<file path="src/rtl/core/vaft_pkg.sv">
// vaft_pkg: shared widths, payload types and the arctangent table for the
// vector angle pipeline. No dependencies; every rtl/core file imports it.
package vaft_pkg;

   // field widths fixed by the payload format
   localparam int COORD_BITS = 24;
   localparam int ANGLE_BITS = 16;
   localparam int CORDIC_STAGES_DEF = 16;

   // derived datapath widths
   localparam int DIFF_BITS = COORD_BITS + 1;
   localparam int PROD_BITS = 2 * DIFF_BITS;
   localparam int DOT_BITS  = PROD_BITS + 1;
   localparam int MAG_BITS  = 2 * COORD_BITS + 1;
   localparam int NORM_BITS = (MAG_BITS < 60) ? MAG_BITS : 60;
   localparam int XY_BITS   = NORM_BITS + 2;
   localparam int Z_BITS    = 34;
   localparam int TURN_BITS = 32;

   // turn constants in 2^-32 units
   localparam logic [TURN_BITS-1:0] TURN_HALF    = 32'h8000_0000;
   localparam logic [TURN_BITS-1:0] TURN_QUARTER = 32'h4000_0000;
   localparam logic [TURN_BITS-1:0] TURN_3QUART  = 32'hC000_0000;
   localparam logic signed [Z_BITS-1:0] Z_LIMIT  = 34'sh0_4000_0000;

   // output rounding
   localparam int RND_SHIFT = TURN_BITS - ANGLE_BITS;
   localparam logic [TURN_BITS:0] RND_HALF =
      (RND_SHIFT > 0) ? ((TURN_BITS+1)'(1) << (RND_SHIFT - 1)) : '0;

   // round(atan(2^-i) / (2*pi) * 2^32)
   localparam logic [31:0] ATAN_TURNS [32] = '{
      32'd536870912, 32'd316933406, 32'd167458907, 32'd85004756,
      32'd42667331,  32'd21354465,  32'd10679838,  32'd5340245,
      32'd2670163,   32'd1335087,   32'd667544,    32'd333772,
      32'd166886,    32'd83443,     32'd41722,     32'd20861,
      32'd10430,     32'd5215,      32'd2608,      32'd1304,
      32'd652,       32'd326,       32'd163,       32'd81,
      32'd41,        32'd20,        32'd10,        32'd5,
      32'd3,         32'd1,         32'd1,         32'd0
   };

   typedef struct packed {
      logic signed [COORD_BITS-1:0] first_x;
      logic signed [COORD_BITS-1:0] first_y;
      logic signed [COORD_BITS-1:0] center_x;
      logic signed [COORD_BITS-1:0] center_y;
      logic signed [COORD_BITS-1:0] second_x;
      logic signed [COORD_BITS-1:0] second_y;
   } req_type;

   typedef struct packed {
      logic [ANGLE_BITS-1:0] angle_turns;
      logic                  degenerate;
   } rsp_type;

   // per-item flags that ride alongside the CORDIC
   typedef struct packed {
      logic degenerate;
      logic crs_zero;
      logic dot_zero;
      logic dneg;
      logic cneg;
   } side_type;

   typedef struct packed {
      side_type             side;
      logic [NORM_BITS-1:0] mx;
      logic [NORM_BITS-1:0] my;
   } norm_type;

endpackage

</file>
<file path="src/rtl/core/vaft_post.sv">
// vaft_post: clamp, quadrant restore, special cases and rounding to the
// output angle width, two register stages. Depends on vaft_pkg.
module vaft_post (
   input  logic                              clock,
   input  logic                              reset,
   input  logic                              in_valid,
   input  vaft_pkg::side_type                in_side,
   input  logic signed [vaft_pkg::Z_BITS-1:0] in_z,
   output logic                              out_strobe,
   output vaft_pkg::rsp_type                 out_rsp
);
   import vaft_pkg::*;

   logic                 v1_ff, v2_ff;
   logic [TURN_BITS-1:0] th_in, t_in, t_ff;
   logic                 degen_ff;
   logic [TURN_BITS:0]   sum_in;
   rsp_type              rsp_ff;

   // clamp first-quadrant angle, then place it in its quadrant
   always_comb begin
      if (in_z[Z_BITS-1])    th_in = '0;
      else if (in_z > Z_LIMIT) th_in = TURN_QUARTER;
      else                   th_in = TURN_BITS'(in_z);

      if (in_side.degenerate)    t_in = '0;
      else if (in_side.crs_zero) t_in = in_side.dneg ? TURN_HALF : '0;
      else if (in_side.dot_zero) t_in = in_side.cneg ? TURN_3QUART : TURN_QUARTER;
      else begin
         case ({in_side.dneg, in_side.cneg})
            2'b00:   t_in = th_in;
            2'b10:   t_in = TURN_HALF - th_in;
            2'b11:   t_in = TURN_HALF + th_in;
            default: t_in = '0 - th_in;
         endcase
      end
   end

   always_ff @(posedge clock) begin
      if (reset) begin
         v1_ff <= 1'b0;
         v2_ff <= 1'b0;
      end else begin
         v1_ff <= in_valid;
         v2_ff <= v1_ff;
      end
   end

   always_ff @(posedge clock) begin
      t_ff     <= t_in;
      degen_ff <= in_side.degenerate;
   end

   // round half up; a full turn wraps to zero
   assign sum_in = {1'b0, t_ff} + RND_HALF;

   always_ff @(posedge clock) begin
      rsp_ff.angle_turns <= sum_in[RND_SHIFT +: ANGLE_BITS];
      rsp_ff.degenerate  <= degen_ff;
   end

   assign out_strobe = v2_ff;
   assign out_rsp    = rsp_ff;

endmodule

</file>
<file path="config.mk">
export PLATFORM = sky130hd
export DESIGN_NAME = vaft_post
export DESIGN_NICKNAME = d
export VERILOG_FILES = /design/src/rtl/core/vaft_pkg.sv /design/src/rtl/core/vaft_post.sv
export SDC_FILE = /design/constraint.sdc
export NUM_CORES = 1
export LEC_CHECK = 0
export BUFFER_PORTS_ARGS = -buffer_cell sky130_fd_sc_hd__buf_2
export CAP_MARGIN = 0
export CORE_MARGIN = 8
export CORE_UTILIZATION = 53
export CTS_BUF_LIST = sky130_fd_sc_hd__clkbuf_16
export DETAILED_ROUTE_END_ITERATION = 16
export PLACE_DENSITY_LB_ADDON = 0.1
export SLEW_MARGIN = 10
export SYNTH_ARGS = -nofsm -noshare
export SYNTH_HDL_FRONTEND = slang
export SYNTH_SLANG_ARGS = --single-unit
</file>
<file path="constraint.sdc">
create_clock -name clock -period 3.7 [get_ports clock]
set_input_delay 0.185 -clock clock [delete_from_list [all_inputs] [get_ports clock]]
set_output_delay 0.185 -clock clock [all_outputs]
set_load 0.02 [all_outputs]
</file>
# Word-level counts from Yosys, hierarchy flattened
# Cells that the tools add are included.
# word_totals
reg_bits	52
output_inout_bits	18
input_bits	42
# classes
eq_ne	2
reduce_logical	1
magnitude_cmp	1
muxes	7
n_addsub	4
# op_table
op	count
32-bit two-way mux	6
32-bit case mux with 3 select lines	1
34-bit by 32-bit greater-than comparator with 1-bit output (second input constant)	1
32-bit by 16-bit adder with 32-bit output (second input constant)	1
32-bit adder (first input constant)	1
1-bit by 32-bit subtractor with 32-bit output (first input constant)	1
32-bit subtractor (first input constant)	1
2-bit equality test (second input constant)	2
2-bit logical NOT	1

# Depth between registers and ports, before layout
# Gate-level depths: netlist of run 1.
# depth
word_depth	7
depth_mapped	7
ltp_nobuf	7

# Least setup slack after synthesis of run 1
# No wires, ideal clock.
# synth_path
kind	input -> register
from	input port in_z[17] (netlist bit)
to	register t_ff[20]
path_slack_ps	1609
setup_ps	58
cell_stages	6
t_required_ps	3642
path_buffers	1
t_arrival_ps	2033
cell_sequence	or4_1 -> or4b_1 -> buf_2 -> o41ai_4 -> nand3_2 -> o21ba_1
# synth_via
elab_chain_len	7
elab_cells_between_ends	9
cone_classes	3 x add/sub; 1 x order compare; 5 x mux
# synth_rtl
item	line	rtl
from (decl)	vaft_post.sv:8	input logic signed [vaft_pkg::Z_BITS-1:0] in_z,
34-bit by 32-bit greater-than comparator with 1-bit output	vaft_post.sv:23	else if (in_z > Z_LIMIT) th_in = TURN_QUARTER;
32-bit two-way mux *	vaft_post.sv:23	
32-bit two-way mux *	vaft_post.sv:22	if (in_z[Z_BITS-1]) th_in = '0;
1-bit by 32-bit subtractor with 32-bit output, or another cell as far along	vaft_post.sv:34	default: t_in = '0 - th_in;
32-bit case mux with 3 select lines *	vaft_post.sv:30	case ({in_side.dneg, in_side.cneg})
32-bit two-way mux *	vaft_post.sv:28	else if (in_side.dot_zero) t_in = in_side.cneg ? TURN_3QUART : TURN_QUARTER;
32-bit two-way mux *	vaft_post.sv:27	else if (in_side.crs_zero) t_in = in_side.dneg ? TURN_HALF : '0;
to (signal assigned)	vaft_post.sv:50	t_ff <= t_in;
to (decl)	vaft_post.sv:15	logic [TURN_BITS-1:0] th_in, t_in, t_ff;
# Every way passes the cells marked *; elsewhere a longest branch is shown, timed or not.
# A chain may end at the register's enable or synchronous reset.

# Worst setup path in the final report of run 1
# layout_path
from	input port in_z[17] (netlist bit)
to	register t_ff[28]
# The elaborated chain is that of the path after synthesis.

==> results of run 1 <==
[metrics by stage]
step                instances  hold WS, ns  setup WS, ns  utilization, %  total power, mW
finish                    305      0.07596         1.586           70.36            1.038
global route              305      0.07872         1.439           70.36            1.079
CTS                       305      0.06412         1.608           70.36            1.049
detailed placement        297       0.3257         1.324           64.46           0.5116
global placement          297       0.3110         1.344           64.46           0.5111
floorplan                 197       0.2127         1.609               -           0.4683
[placed cells by master, fill, tap and decap left out, types with 3 or more instances in the layout]
cell type and n:
o31ai_1 5, buf_2 59, mux2_2 3, ha_1 4, xor2_1 5, nor2_1 18, dfxtp_1 37, clkbuf_16 5
and3_1 6, nor4_1 5, o21ai_0 6, or3_1 6, or4_1 3, xnor2_1 12, a21oi_1 5, nand2b_1 4
nand3_1 8, nand2_1 20, nor3_1 8, mux2i_1 5
[layout make-up]
| class | instances | area (um2) |
|---|---|---|
| multi-input cells | 152 | 1008 |
| inverters | 2 | 7.507 |
| clock buffers | 5 | 125.1 |
| clock inverters | 3 | 68.82 |
| flip-flops and latches | 37 | 740.7 |
| fillers | 271 | 973.4 |
| well taps | 46 | 57.56 |
| repair buffers | 60 | 302.8 |
[state kept, by name (all words and copies together), names as in the netlist]
| name | cells |
|---|---|
| out_rsp | 17 |
| degen_ff | 1 |
| out_strobe | 1 |
| v1_ff | 1 |
| t_ff | 17 |
[cells by family after synthesis]
kind of cell | Yosys count | share of synthesized area [%]
AND/OR/NAND/NOR | 92 | 27.34
flip-flops | 37 | 41.60
AO/OA/AOI/OAI | 31 | 13.42
XOR/XNOR | 17 | 8.362
adder cells (fa/ha/maj) | 4 | 2.811
multiplexers | 8 | 4.708
buffers and inverters | 8 | 1.756
[critical path, cell delays in order]
cell and delay [ns]:
buf_2 0.12, or4_1 0.54, or4b_1 0.65, nor4_1 0.48, o2111ai_1 0.16, a21oi_1 0.17
[per-layer routing]
metal | vias to the layer above | part of all wire, % | global-route usage (%)
li1 | 837 | - | -
met2 | 65 | 43 | 22.36
met3 | 4 | 8.4 | 5.121
met4 | 0 | 1.8 | 7.317
met5 | - | 0 | 0
met1 | 679 | 47 | 18.81
[path summary, 6_finish.rpt]
check,startpoint,end,slack [ns],cells after the start
setup / recovery,in_z[17],t_ff[28]$_SDFF_PP0_,1.59,6
hold / removal,in_side[4],degen_ff$_DFF_P_,0.08,1
setup reg to reg,t_ff[15]$_SDFF_PP0_,out_rsp[16]$_DFF_P_,2.31,5
hold reg to reg,degen_ff$_DFF_P_,out_rsp[0]$_DFF_P_,0.34,0
[power by group through the flow]
| stage | logic, mW | registers (mW) | clock network [mW] |
|---|---|---|---|
| 2_1_floorplan | 0.0480 | 0.420 | 0 |
| 3_3_place_gp | 0.0951 | 0.416 | 0 |
| 3_5_place_dp | 0.0954 | 0.416 | 0 |
| 4_1_cts | 0.0959 | 0.408 | 0.546 |
| 5_1_grt | 0.107 | 0.408 | 0.565 |
| 6_report | 0.0961 | 0.408 | 0.534 |
==> impl_metrics.py, run 1 <==
metrics = {
    "cts": {
        "cts_hold_buf": 0,
        "cts_setup_buffers": 0,
        "h-tree-depth": 2,
        "clkTransAtPathRegs_ns": 0.05,
        "clk_latency_ns": 0.27,
        "cts_sinks": 37,
        "clockBufferDepth": 2,
        "cts_tree": "done",
        "cts-root-buf": "clkbuf_16",
        "cts_resized": 0,
        "cts_made_buffers": 5,
    },
    "placed_design": {
        "portBuffers": 59,
        "postPlaceCellArea_um2": 2117,
        "gp_congestion": 0.9298,
        "dp_hpwl_um": 3039,
    },
    "finish": {
        "drive_gt1_share_pct": 29.73,
        "nets": 304,
        "antenna_cells": 0,
        "syn_to_final_growth_pct": 29.80,
        "design_area_um2": 2311,
    },
    "yosys": {
        "syn_nets": 243,
        "synth_seq_cells": 37,
        "syn-cell-area_um2": 1780,
        "syn_area_per_cell_um2": 9.038,
        "synth_common_cells": "dfxtp_1, nand2_1, nor2_1",
        "synth.largest_area_cell": "dfxtp_1",
        "yosys_warnings": 0,
        "synth_area_leaders": "dfxtp_1, xnor2_1, nand2_1",
        "async_flop_share_pct": 0,
        "ys_seq_area_share_pct": 41.60,
        "synth-edff-count": 0,
        "yosysTopAreaCellShare_pct": 41.60,
        "syn-instance-count": 197,
        "synth.most_common_cell": "dfxtp_1",
        "synth_ff_type": "dfxtp_1",
        "synthDistinctLibCells": 44,
    },
    "power": {
        "switching_share_pct": 19.33,
        "p_comb_share_pct": 9.3,
        "seqPwrFrac_pct": 39.3,
        "p_int_mw": 0.8373,
        "clockPowerShare_pct": 51.5,
        "peakVddDrop_v": 0.0002005,
        "p_sw_mw": 0.2007,
        "p_leak_nw": 1.038,
        "power.density_nw_per_um2": 449.2,
    },
    "grt": {
        "track_usage_pct": 15.01,
        "grt_max_degree": 16,
        "antenna_found_initial": 0,
        "grt_overflow": 0,
        "grt_pass1_wl_um": 6410,
        "grt_pass1_vias": 1488,
    },
    "floorplan": {
        "fp.dieH_um": 73.96,
        "num_rows": 21,
        "ios": 60,
        "initial_utilization_pct": 54.21,
        "die-area_um2": 5470,
        "fp.dieW_um": 73.96,
        "core-area_um2": 3284,
    },
    "detailed_routing": {
        "via_per_inst": 5.197,
        "ant_nets": 0,
        "wire_per_inst_um": 12.65,
        "first_iter_violations": 78,
        "first_pass_iters": 4,
        "vias": 1585,
        "drc": 0,
        "finalWirelength_um": 3858,
    },
    "outcome": {
        "outcome": "finished, final reports clean",
    },
    "sta": {
        "slew_headroom_pct": 54.32,
        "grt_setup_unrepaired": "no",
        "fin_setup_tns_ns": 0,
        "period_minus_slack_ns": 2.114,
        "finalMaxSlewViolations": 0,
        "tightest_slew_ns": 0.6800,
        "fin_crit_sh_pct": 57.14,
        "fmax_ghz": 0.4730,
        "finalHoldViolations": 0,
        "skew_ns": 0.003149,
        "setup_viol": 0,
    },
    "setup_path": {
        "path_class": "in2reg",
        "crit_path_start_kind": "input pin",
        "cp-end-kind": "register",
        "critPathArrivalTime_ns": 2.31,
        "crit_fanout": 7,
        "cp.required_ns": 3.89,
    },
    "flow_run": {
        "maxCapViolCount": 0,
    },
    "worst_hold_path": {
        "hold_class": "in2reg",
    },
}
No activity file was read; power rests on OpenSTA's default activity.
==> run 2, diff against run 1 <==
- ABC_AREA: unset -> 1
- CORE_UTILIZATION: 53 -> 47
- clock period: 3.7 -> 1.73 ns (I/O delays scaled with it)
==> run 2 against run 1 <==
Non-clock buffer count grew 35. Area after synthesis grew 16%. Count of clock-buffer cells in the layout is the same. Flip-flop and latch count is the same. Largest power group unchanged.
==> impl_metrics.py, run 2 <==
metrics = {
    "flow_run": {
        "maxCapViolCount": 0,
    },
    "power": {
        "power_mw": 2.315,
        "p_sw_mw": 0.5795,
        "p_int_mw": 1.735,
        "power.density_nw_per_um2": 799.5,
        "switching_share_pct": 25.04,
        "p_leak_nw": 1.466,
        "p_comb_share_pct": 17.9,
        "peakVddDrop_v": 0.0003864,
        "clockPowerShare_pct": 43.1,
        "seqPwrFrac_pct": 38.9,
    },
    "yosys": {
        "synthSimpleGateAreaFrac_pct": 34.04,
        "yosys_warnings": 0,
        "syn-cell-area_um2": 2069,
        "synth_compound_area_share_pct": 11.25,
        "synth_top_family_by_area": "simple AND/OR/NAND/NOR gates",
        "ys_seq_area_share_pct": 35.79,
        "synth_common_cells": "nor2_1, nand2_1, inv_1",
        "synth_seq_cells": 37,
        "synth_ff_type": "dfxtp_1",
        "synthAdderAreaFrac_pct": 2.418,
        "async_flop_share_pct": 0,
        "synth.most_common_cell": "nor2_1",
        "syn-instance-count": 303,
        "synth_xor_area_share_pct": 6.348,
        "synthDistinctLibCells": 30,
        "synth_mux_area_share_pct": 0,
        "synth-edff-count": 0,
        "synth.largest_area_cell": "dfxtp_1",
        "synth_area_leaders": "dfxtp_1, nor2_1, nand2_1",
        "yosysTopAreaCellShare_pct": 35.79,
        "syn_nets": 349,
        "syn_area_per_cell_um2": 6.830,
    },
    "sta": {
        "finalHoldViolations": 0,
        "tightest_slew_ns": 0.5186,
        "period_minus_slack_ns": 1.608,
        "skew_ns": 0.003075,
        "setup_viol": 0,
        "holdWs_ns": 0.02762,
        "fmax_ghz": 0.6219,
        "slew_headroom_pct": 65.30,
        "fin_crit_sh_pct": 92.95,
        "fin_ws_ns": 0.1220,
        "fin_setup_tns_ns": 0,
        "grt_setup_unrepaired": "yes",
        "finalMaxSlewViolations": 0,
    },
    "cts": {
        "cts_made_buffers": 5,
        "cts_sinks": 37,
        "clk_latency_ns": 0.27,
        "cts-root-buf": "clkbuf_16",
        "h-tree-depth": 2,
        "clkTransAtPathRegs_ns": 0.06,
        "cts_tree": "done",
        "clockBufferDepth": 2,
    },
    "setup_path": {
        "path_class": "reg2reg",
        "cp.buffers_inverters": 0,
        "crit_fanout": 3,
        "worstReg2RegEnd": "out_rsp[15]$_DFF_P_",
        "critPathTopFamily": "simple AND/OR/NAND/NOR gates",
        "cp-end-kind": "register",
        "reg2reg_depth": 8,
        "cp.required_ns": 1.90,
        "crit_slowest_cell": "dfxtp_1",
        "cpPeakStageDelay_ns": 0.38,
        "crit_chain": "nand3_1 -> nor2_2 -> nand3_1 -> nor2_2 -> nand3_1 -> nor2_2 -> nand3_1 -> xnor2_1",
        "crit_path_start_kind": "register",
        "cpMostUsedCell": "nand3_1",
        "r2r_slack_ns": 0.12,
        "critPathArrivalTime_ns": 1.77,
        "r2r-start": "t_ff[17]$_SDFF_PP0_",
        "crit_cells": 8,
    },
    "detailed_routing": {
        "route.met3.wl_um": 354,
        "drc": 0,
        "wire_per_inst_um": 10.90,
        "vias": 2150,
        "first_iter_violations": 70,
        "first_pass_iters": 4,
        "finalWirelength_um": 4958,
        "ant_nets": 0,
        "wl_met1_um": 2218,
        "via_per_inst": 4.725,
        "top_layer_used": "met4",
        "met2_length_um": 2299,
    },
    "placed_design": {
        "portBuffers": 59,
        "dp_hpwl_um": 3966,
        "dp_slack_ns": -0.05551,
        "gp_congestion": 0.9129,
    },
    "grt": {
        "grt_overflow": 0,
        "track_usage_pct": 15.73,
        "grt_pass1_wl_um": 8493,
        "antenna_found_initial": 0,
        "grt_max_degree": 13,
        "grt_pass1_vias": 2136,
    },
    "worst_hold_path": {
        "min_from": "in_valid",
        "worstHoldEndpoint": "v1_ff$_SDFF_PP0_",
        "hold_path_depth": 3,
        "hold_class": "in2reg",
    },
    "finish": {
        "drive_gt1_share_pct": 32.26,
        "layout_common_cells": "buf_2, nor2_1, nand2_1, inv_1, dfxtp_1",
        "antenna_cells": 0,
        "syn_to_final_growth_pct": 39.90,
        "mostFrequentLayoutCell": "buf_2",
        "nets": 448,
        "utilization_pct": 67.42,
    },
    "outcome": {
        "outcome": "finished, final reports clean",
    },
    "floorplan": {
        "num_rows": 24,
        "ios": 60,
        "core-area_um2": 4294,
        "initial_utilization_pct": 48.19,
        "fp.dieH_um": 82.36,
        "fp.dieW_um": 82.36,
        "die-area_um2": 6782,
    },
}
[run 2: cell count changes after synthesis, moves of 5 or more]
| cell | delta |
|---|---|
| a21oi_1 | +8 |
| and3_1 | -6 |
| inv_1 | +42 |
| mux2i_1 | -5 |
| nand2_1 | +30 |
| nand3_1 | +11 |
| nor2_1 | +43 |
| nor2_2 | +7 |
| nor4_1 | -5 |
| or3_1 | -6 |
| xnor2_1 | -6 |
[run 2: metrics by stage]
| step | area, um2 | instances |
|---|---|---|
| finish | 2895 | 455 |
| CTS | 2873 | 454 |
| global route | 2895 | 455 |
| detailed placement | 2620 | 440 |
| floorplan | 2076 | 303 |
| global placement | 2620 | 440 |
[run 2: kinds of logic after synthesis]
kind of cell | count (synthesis)
AND/OR/NAND/NOR | 159
buffers and inverters | 50
AO/OA/AOI/OAI | 38
flip-flops | 37
XOR/XNOR | 15
adder cells (fa/ha/maj) | 4
[run 2: worst max path at each step]
| stage | from | slack (ns) | to |
|---|---|---|---|
| 2_1_floorplan | t_ff[15]$_SDFF_PP0_ | 0.06 | out_rsp[16]$_DFF_P_ |
| 3_3_place_gp | in_z[32] | -0.03 | t_ff[22]$_SDFF_PP0_ |
| 3_5_place_dp | in_z[32] | -0.06 | t_ff[27]$_SDFF_PP0_ |
| 4_1_cts | t_ff[16]$_SDFF_PP0_ | 0.009 | out_rsp[16]$_DFF_P_ |
| 5_1_grt | t_ff[17]$_SDFF_PP0_ | -0.02 | out_rsp[15]$_DFF_P_ |
| 6_report | t_ff[17]$_SDFF_PP0_ | 0.12 | out_rsp[15]$_DFF_P_ |
[run 2: timing repair]
item,CTS,global route
hold endpoints to repair,3,0
hold buffers,2,0
setup endpoints to repair,2,7
pin swaps,7,6
gates resized for setup,8,5
buffers inserted,4,1
cloned,0,0
[run 2: final cells by class]
| class | count | area [um2] |
|---|---|---|
| inverter | 47 | 176.4 |
| fill | 402 | 1399 |
| sequential | 37 | 743.2 |
| multi-input combinational | 216 | 1174 |
| clock inverter | 3 | 41.29 |
| tap | 52 | 65.06 |
| timing repair buffer | 95 | 570.5 |
| clock buffer | 5 | 125.1 |
[run 2: tightest hold or removal path: cells and delay by family]
| family | cells | cell delay, ns |
|---|---|---|
| buffers and inverters | 2 | 0.14 |
| and+or+nand+nor | 1 | 0.03 |
[run 2: power groups by stage]
stage | clock network [mW] | logic (mW) | registers [mW]
after floorplan | 0 | 0.223 | 0.938
after global placement | 0 | 0.404 | 0.917
after detailed placement | 0 | 0.408 | 0.918
after CTS | 1.01 | 0.415 | 0.901
after global routing | 1.04 | 0.473 | 0.904
final | 0.999 | 0.415 | 0.901
[run 2: per-layer routing]
layer,vias to the layer above,track usage (%)
li1,1155,-
met1,924,17.34
met2,63,27.64
met3,8,4.004
met4,0,7.193
met5,-,0
==> run 3, diff against run 2 <==
- BUFFER_PORTS_ARGS: -buffer_cell sky130_fd_sc_hd__buf_2 -> -buffer_cell sky130_fd_sc_hd__clkbuf_2
==> run 3 against run 2 <==
Clock skew rose by 0.0026 ns. Worst hold slack got worse by 0.018 ns. Clock power fell by 3.5%. Critical endpoint is now out_rsp[16]$_DFF_P_. Die area did not move. First-iteration DRC count did not move. Count of clock-buffer cells in the layout did not move.
==> impl_metrics.py, run 3 (synthesis gave the netlist of run 2 again) <==
metrics = {
    "outcome": {
        "outcome": "finished, final reports clean",
    },
    "detailed_routing": {
        "first_iter_violations": 70,
        "vias": 2089,
        "ant_nets": 0,
        "finalWirelength_um": 4869,
        "drc": 0,
        "first_pass_iters": 4,
        "wire_per_inst_um": 10.94,
        "via_per_inst": 4.694,
    },
    "cts": {
        "clockBufferDepth": 2,
        "clk_latency_ns": 0.27,
        "cts_made_buffers": 5,
        "cts_tree": "done",
        "cts-root-buf": "clkbuf_16",
        "h-tree-depth": 2,
        "clkTransAtPathRegs_ns": 0.05,
        "cts_sinks": 37,
    },
    "power": {
        "p_leak_nw": 1.415,
        "peakVddDrop_v": 0.0004550,
        "power.density_nw_per_um2": 802.4,
    },
    "setup_path": {
        "path_class": "reg2reg",
        "critPathArrivalTime_ns": 1.78,
        "crit_slowest_cell": "dfxtp_2",
        "crit_fanout": 2,
        "cpPeakStageDelay_ns": 0.35,
        "cp.required_ns": 1.90,
        "crit_chain": "ha_4 -> nand3_2 -> nor2_2 -> nand2_2 -> nor2_4 -> nand3_4 -> nor4b_4 -> nand4_1 -> xnor2_1",
        "reg2reg_depth": 9,
        "crit_path_start_kind": "register",
        "cp-end-kind": "register",
    },
    "placed_design": {
        "dp_hpwl_um": 3948,
        "postPlaceCellArea_um2": 2560,
        "portBuffers": 59,
        "dp_cells": 432,
        "gp_congestion": 0.8822,
    },
    "grt": {
        "grt_max_degree": 12,
        "grt_pass1_wl_um": 8390,
        "antenna_found_initial": 0,
        "grt_pass1_vias": 2032,
        "track_usage_pct": 15.64,
        "grt_overflow": 0,
    },
    "finish": {
        "seqCellArea_um2": 743.2,
        "design_area_um2": 2826,
        "utilization_pct": 65.82,
        "multi_input_area_um2": 1184,
        "antenna_cells": 0,
        "drive_gt1_share_pct": 30.53,
        "nets": 438,
        "layout_common_cells": "clkbuf_2, nor2_1, nand2_1, inv_1, dfxtp_1",
        "mostFrequentLayoutCell": "clkbuf_2",
        "syn_to_final_growth_pct": 36.58,
        "nFillCells": 403,
        "stdcell_count": 445,
    },
    "worst_hold_path": {
        "hold_path_depth": 2,
        "hold_class": "in2reg",
    },
    "floorplan": {
        "fp.dieH_um": 82.36,
        "initial_utilization_pct": 48.19,
        "die-area_um2": 6782,
        "core-area_um2": 4294,
        "num_rows": 24,
        "ios": 60,
        "fp.dieW_um": 82.36,
    },
    "sta": {
        "fin_crit_sh_pct": 93.09,
        "fmax_ghz": 0.6209,
        "finalMaxSlewViolations": 0,
        "skew_ns": 0.005693,
        "setup_viol": 0,
        "tightest_slew_ns": 0.5259,
        "period_minus_slack_ns": 1.611,
        "slew_headroom_pct": 64.81,
        "finalHoldViolations": 0,
    },
    "flow_run": {
        "maxCapViolCount": 0,
    },
}
-- run 3: cell count changes in the layout (fill, tap and decap cells not counted), sizes merged --
| cell | change |
|---|---|
| buf | -69 |
| clkbuf | +59 |
| clkinvlp | -1 |
| inv | +1 |
-- run 3: where the power goes --
group          total (mW)  internal [mW]  switching [mW]
Sequential          0.903          0.887          0.0161
Clock               0.964          0.667           0.297
Combinational       0.401          0.163           0.237
Total                2.27           1.72           0.550
-- run 3: what timing repair did --
action	4_1_cts	5_1_grt
endpoints found under the hold margin	3	0
endpoints found under the setup margin	2	4
pin swaps	6	4
resized for setup	9	6
hold buffers	2	0
setup buffers	3	0
-- run 3: area by class of cell --
| type | instances | area share [%] |
|---|---|---|
| repair buffers | 85 | 17.53 |
| clock buffers | 5 | 4.427 |
| clock inverters | 3 | 1.328 |
| multi-input cells | 216 | 41.88 |
| inverters | 47 | 6.242 |
| flip-flops and latches | 37 | 26.29 |
| well taps | 52 | 2.302 |
-- run 3: worst paths after layout --
path / from / end / slack (ns)
worst min register to register: degen_ff$_DFF_P_ / out_rsp[0]$_DFF_P_ / 0.32
worst max-delay path: t_ff[16]$_SDFF_PP0_ / out_rsp[16]$_DFF_P_ / 0.12
worst max register to register: t_ff[16]$_SDFF_PP0_ / out_rsp[16]$_DFF_P_ / 0.12
worst min-delay path: in_z[15] / t_ff[15]$_SDFF_PP0_ / 0.01
-- run 3: metrics by stage --
step	power (mW)	setup WS (ns)	hold WS, ns	TNS [ns]
5_1_grt	2.380	-0.002358	0.01880	-0.002358
4_1_cts	2.290	0.0006122	0.008170	0
3_5_place_dp	1.312	-0.05922	0.2205	-0.05922
6_report	2.268	0.1195	0.009599	0
3_3_place_gp	1.308	-0.02805	0.2134	-0.02805
2_1_floorplan	1.161	0.06274	0.1142	0
-- run 3: metal layers --
| metal | vias to the layer above | wire, um | track usage [%] |
|---|---|---|---|
| li1 | 1138 | - | - |
| met2 | 63 | 2228 | 27.25 |
| met3 | 7 | 353 | 4.113 |
| met4 | 0 | 85 | 7.018 |
| met5 | - | 0 | 0 |
| met1 | 881 | 2203 | 17.40 |
-- run 3: worst max-delay path, delay by kind of cell, from the launching register on --
kind          cells  cell delay (ns)
flops             1             0.35
xor+xnor          1             0.14
simple gates      7             0.88
fa+ha+maj         1             0.14
